### config.mk
export PLATFORM = sky130hd
export DESIGN_NAME = sst_cell
export DESIGN_NICKNAME = d
export VERILOG_FILES = /design/src/hw/rtl/sst_pkg.sv /design/src/hw/rtl/sst_cell.sv
export SDC_FILE = /design/constraint.sdc
export NUM_CORES = 1
export LEC_CHECK = 0
export BUFFER_PORTS_ARGS = -buffer_cell sky130_fd_sc_hd__buf_2
export CAP_MARGIN = 10
export CORE_ASPECT_RATIO = 0.6
export CORE_MARGIN = 1
export CORE_UTILIZATION = 41
export CTS_CLUSTER_SIZE = 28
export DETAILED_ROUTE_END_ITERATION = 10
export PLACE_DENSITY = 0.88
export SLEW_MARGIN = 20
export SYNTH_ARGS = -nofsm -noshare
export SYNTH_HDL_FRONTEND = slang
export SYNTH_SLANG_ARGS = --single-unit
### constraint.sdc
create_clock -name clk -period 2.07 [get_ports clk]
set_clock_uncertainty 0.05 [all_clocks]
set_input_delay 0.207 -clock clk [delete_from_list [all_inputs] [get_ports clk]]
set_output_delay 0.207 -clock clk [all_outputs]
set_load 0.01 [all_outputs]
### src/hw/rtl/sst_pkg.sv
// shared constants and types for the sorted set table
`timescale 1ns / 1ps
package sst_pkg;
	localparam int CAPACITY = 64;
	localparam int KEY_W = 32;
	localparam int CNT_W = $clog2(CAPACITY + 1);

	localparam logic [1:0] OP_TEST = 2'd0;
	localparam logic [1:0] OP_INSERT = 2'd1;
	localparam logic [1:0] OP_DELETE = 2'd2;

	typedef struct packed {
		logic cmp;
		logic ins;
		logic del;
	} cell_cmd_t;
endpackage

### src/hw/rtl/sst_cell.sv
// one entry of the sorted key chain: compare against the request key, shift on update
`timescale 1ns / 1ps
module sst_cell
	import sst_pkg::*;
(
	input  logic             clk,
	input  logic             arst_n,
	input  cell_cmd_t        cmd,
	input  logic [KEY_W-1:0] key_in,
	input  logic             occupied,
	input  logic [KEY_W-1:0] left_key,
	input  logic             left_lt,
	input  logic [KEY_W-1:0] right_key,
	output logic [KEY_W-1:0] key_q,
	output logic             lt_q,
	output logic             eq_q
);
	always_ff @(posedge clk or negedge arst_n) begin
		if (!arst_n) begin
			lt_q <= 1'b0;
			eq_q <= 1'b0;
		end else if (cmd.cmp) begin
			lt_q <= occupied && ($signed(key_q) < $signed(key_in));
			eq_q <= occupied && (key_q == key_in);
		end
	end

	always_ff @(posedge clk) begin
		if (cmd.ins && !lt_q) begin
			key_q <= left_lt ? key_in : left_key;
		end else if (cmd.del && !lt_q) begin
			key_q <= right_key;
		end
	end
endmodule

==> out/metrics.yaml <==
status: "completed"
synth_edf_count: 32
endpoint_kind: "register"
place.port_buffers: 136
synth_ff_type: "edfxtp_1"
synth-xor-area-share_pct: 0
vias: 2372
antenna_found_initial: 0
viasPerCell: 4.891
hpwl_um: 5175
grt_pass1_wl_um: 10180
powerDensity_nw_per_um2: 816.4
dp.cells: 476
synthAdderAreaFrac_pct: 15.86
drv_slew: 0
grt_pass1_vias: 2256
max_stage_delay_ps: 400
tns_ps: 0
syn_nets: 402
ant_nets: 0
vdd_ir_drop_max_mv: 0.4263
cap_violations: 0
required_ps: 2190
area_growth_pct: 36.52
grt_overflow: 0
tightest_slew_ps: 463.4
clock-sinks: 34
final_area_sq_um: 3447
cts_buffer_depth: 2
slew_headroom_pct: 69.11
min_period_ps: 1929
leakage_nw: 1.835
drive_gt1_share_pct: 38.52
wirelength_um: 6400
fin_cells: 485
power_frac_clock_pct: 21.5
crit_fanout: 5
hp-class: "in2reg"
synth_top_family_by_area: "adder cells"
htreeDepth: 2
finalNetCount: 539
cts_buffers: 5
power.total_mw: 2.814
grt_max_degree: 65
rows: 21
reg2reg_depth: 6
worstSkewPairLatency_ps: 290
yosys.area_share.simple_pct: 11.30
tritoncts: "built"
postSynth.asyncResetShare_pct: 5.882
drt_iter0_markers: 89
path_cells: "ha_1 > nand4_2 > nor4_4 > nand4_1 > a21oi_1 > o21ai_2"
dieArea_sq_um: 6486
start_util_pct: 43.88
die_w_um: 103.3
clk_pin_slew_ps: 70
io_pins: 137
grtUsageTotal_pct: 20.44
wire_per_inst_um: 13.20
place_area_sq_um: 3313
synth.mux.area_fraction_pct: 12.69
syn_inst: 267
comb_power_share_pct: 39.2
gp_congestion: 0.7855
die_y_um: 62.79
rsz0062_at_grt: "no"
post_cts_buffers: 0
avgSynthCellArea_sq_um: 9.457
setup-violations-final: 0
p_sw_mw: 0.9894
firstDrtPassIters: 4
ys_ff_latch: 34
cp_data_arrival_time_ps: 2050
max_freq_ghz: 0.5185
synth_compound_area_share_pct: 13.13
fin_crit_sh_pct: 93.17
n_antenna_cell: 0
fin_hold_ws_ps: 143.5
fill_cells: 512
cp-start-kind: "register"
switching_share_pct: 35.16
slowest_stage: "edfxtp_1"
yosysWarningCount: 0
seqPwrFrac_pct: 39.3
drc_errors: 0
hold_viol_final: 0
cts-root-buf: "clkbuf_8"
synth_area_sq_um: 2525
core_area_sq_um: 5754
yosysSeqAreaShare_pct: 40.04
criticalPathCategory: "reg2reg"
yosysUniqueCellTypes: 31
whs_path_depth: 2
internal_power_mw: 1.825
[timing repair]
| item | CTS | global route |
|---|---|---|
| endpoints found under the hold margin | 2 | 0 |
| resized for setup | 0 | 2 |
| hold buffers | 1 | 0 |
| endpoints found under the setup margin | 0 | 1 |
[power groups by stage]
stage          logic (mW)  clock network [mW]  registers [mW]
2_1_floorplan       0.561                   0            1.19
5_1_grt              1.26               0.667            1.13
4_1_cts              1.11               0.624            1.11
6_report             1.10               0.605            1.11
3_3_place_gp         1.07                   0            1.10
3_5_place_dp         1.10                   0            1.12
[cells by family (layout without fill, tap and decap cells)]
| family | count (synthesis) | after routing |
|---|---|---|
| compound gates | 60 | 60 |
| fa+ha+maj | 32 | 32 |
| buf+inv | 46 | 184 |
| flops | 34 | 34 |
| mux | 32 | 32 |
| simple gates | 63 | 63 |
[through the flow]
step	utilization (%)	setup slack, ps
after floorplan	-	248.5
after global placement	57.58	95.55
after detailed placement	57.58	96.71
after CTS	59.64	79.42
after global routing	59.90	3.060
final	59.90	141.4
[state kept, by name, indices dropped and copies added, names as in the netlist]
name	cells
eq_q	1
key_q	32
lt_q	1
[final timing paths]
| path | startpoint | end | slack [ps] |
|---|---|---|---|
| max | key_q[31]$_DFFE_PP_ | lt_q$_DFFE_PN0P_ | 140 |
| min | cmd[2] | eq_q$_DFFE_PN0P_ | 140 |
| max reg2reg | key_q[31]$_DFFE_PP_ | lt_q$_DFFE_PN0P_ | 140 |
| min reg2reg | eq_q$_DFFE_PN0P_ | eq_q$_DFFE_PN0P_ | 490 |
| max in group asynchronous | arst_n | eq_q$_DFFE_PN0P_ | 1660 |
| min in group asynchronous | arst_n | lt_q$_DFFE_PN0P_ | 200 |
[layout by cell type, fill, tap and decap left out, types with 2 or more instances in the layout]
| master | n |
|---|---|
| a21o_1 | 2 |
| a21oi_1 | 14 |
| buf_2 | 136 |
| buf_4 | 3 |
| clkbuf_8 | 5 |
| clkinv_2 | 2 |
| dfrtp_1 | 2 |
| edfxtp_1 | 32 |
| ha_1 | 32 |
| inv_1 | 35 |
| mux2i_1 | 32 |
| nand2_1 | 42 |
| nand3_1 | 3 |
| nand4_1 | 5 |
| nor2_1 | 5 |
| o21ai_0 | 4 |
| o21ai_1 | 32 |
[synthesized netlist by cell type, drive strengths merged, types with 2 or more instances]
master | number | area (sq um)
mux2i | 32 | 320.3
a21o | 2 | 15.01
buf | 5 | 22.52
nand2 | 42 | 157.7
dfrtp | 2 | 50.05
edfxtp | 32 | 960.9
o21ai | 37 | 188.9
nand4 | 6 | 43.79
nor2 | 6 | 22.52
nand3 | 3 | 15.01
inv | 35 | 131.4
clkbuf | 6 | 22.52
a21oi | 15 | 78.83
nor4 | 2 | 18.77
ha | 32 | 400.4
[layer usage]
layer	vias up	global-route usage [%]	share of wire, %
li1	1219	-	-
met1	1074	27.67	50
met2	75	33.42	45
met3	4	4.698	4.8
met4	0	4.049	0.58
met5	-	0	0
[area by class of cell]
cell class	count	area, sq um	area share [%]
Clock buffer	5	68.82	1.996
Clock inverter	3	40.04	1.162
Inverter	35	131.4	3.811
Multi-Input combinational cell	187	1363	39.53
Sequential cell	34	1011	29.33
Tap cell	80	100.1	2.904
Timing Repair Buffer	141	733.2	21.27
[worst max-delay path, delay by kind of cell (launching register included)]
| family | cells | cell delay [ps] |
|---|---|---|
| compound gates | 2 | 260 |
| flops | 1 | 400 |
| simple gates | 3 | 720 |
| fa+ha+maj | 1 | 380 |
(Power assumes the default switching activity.)
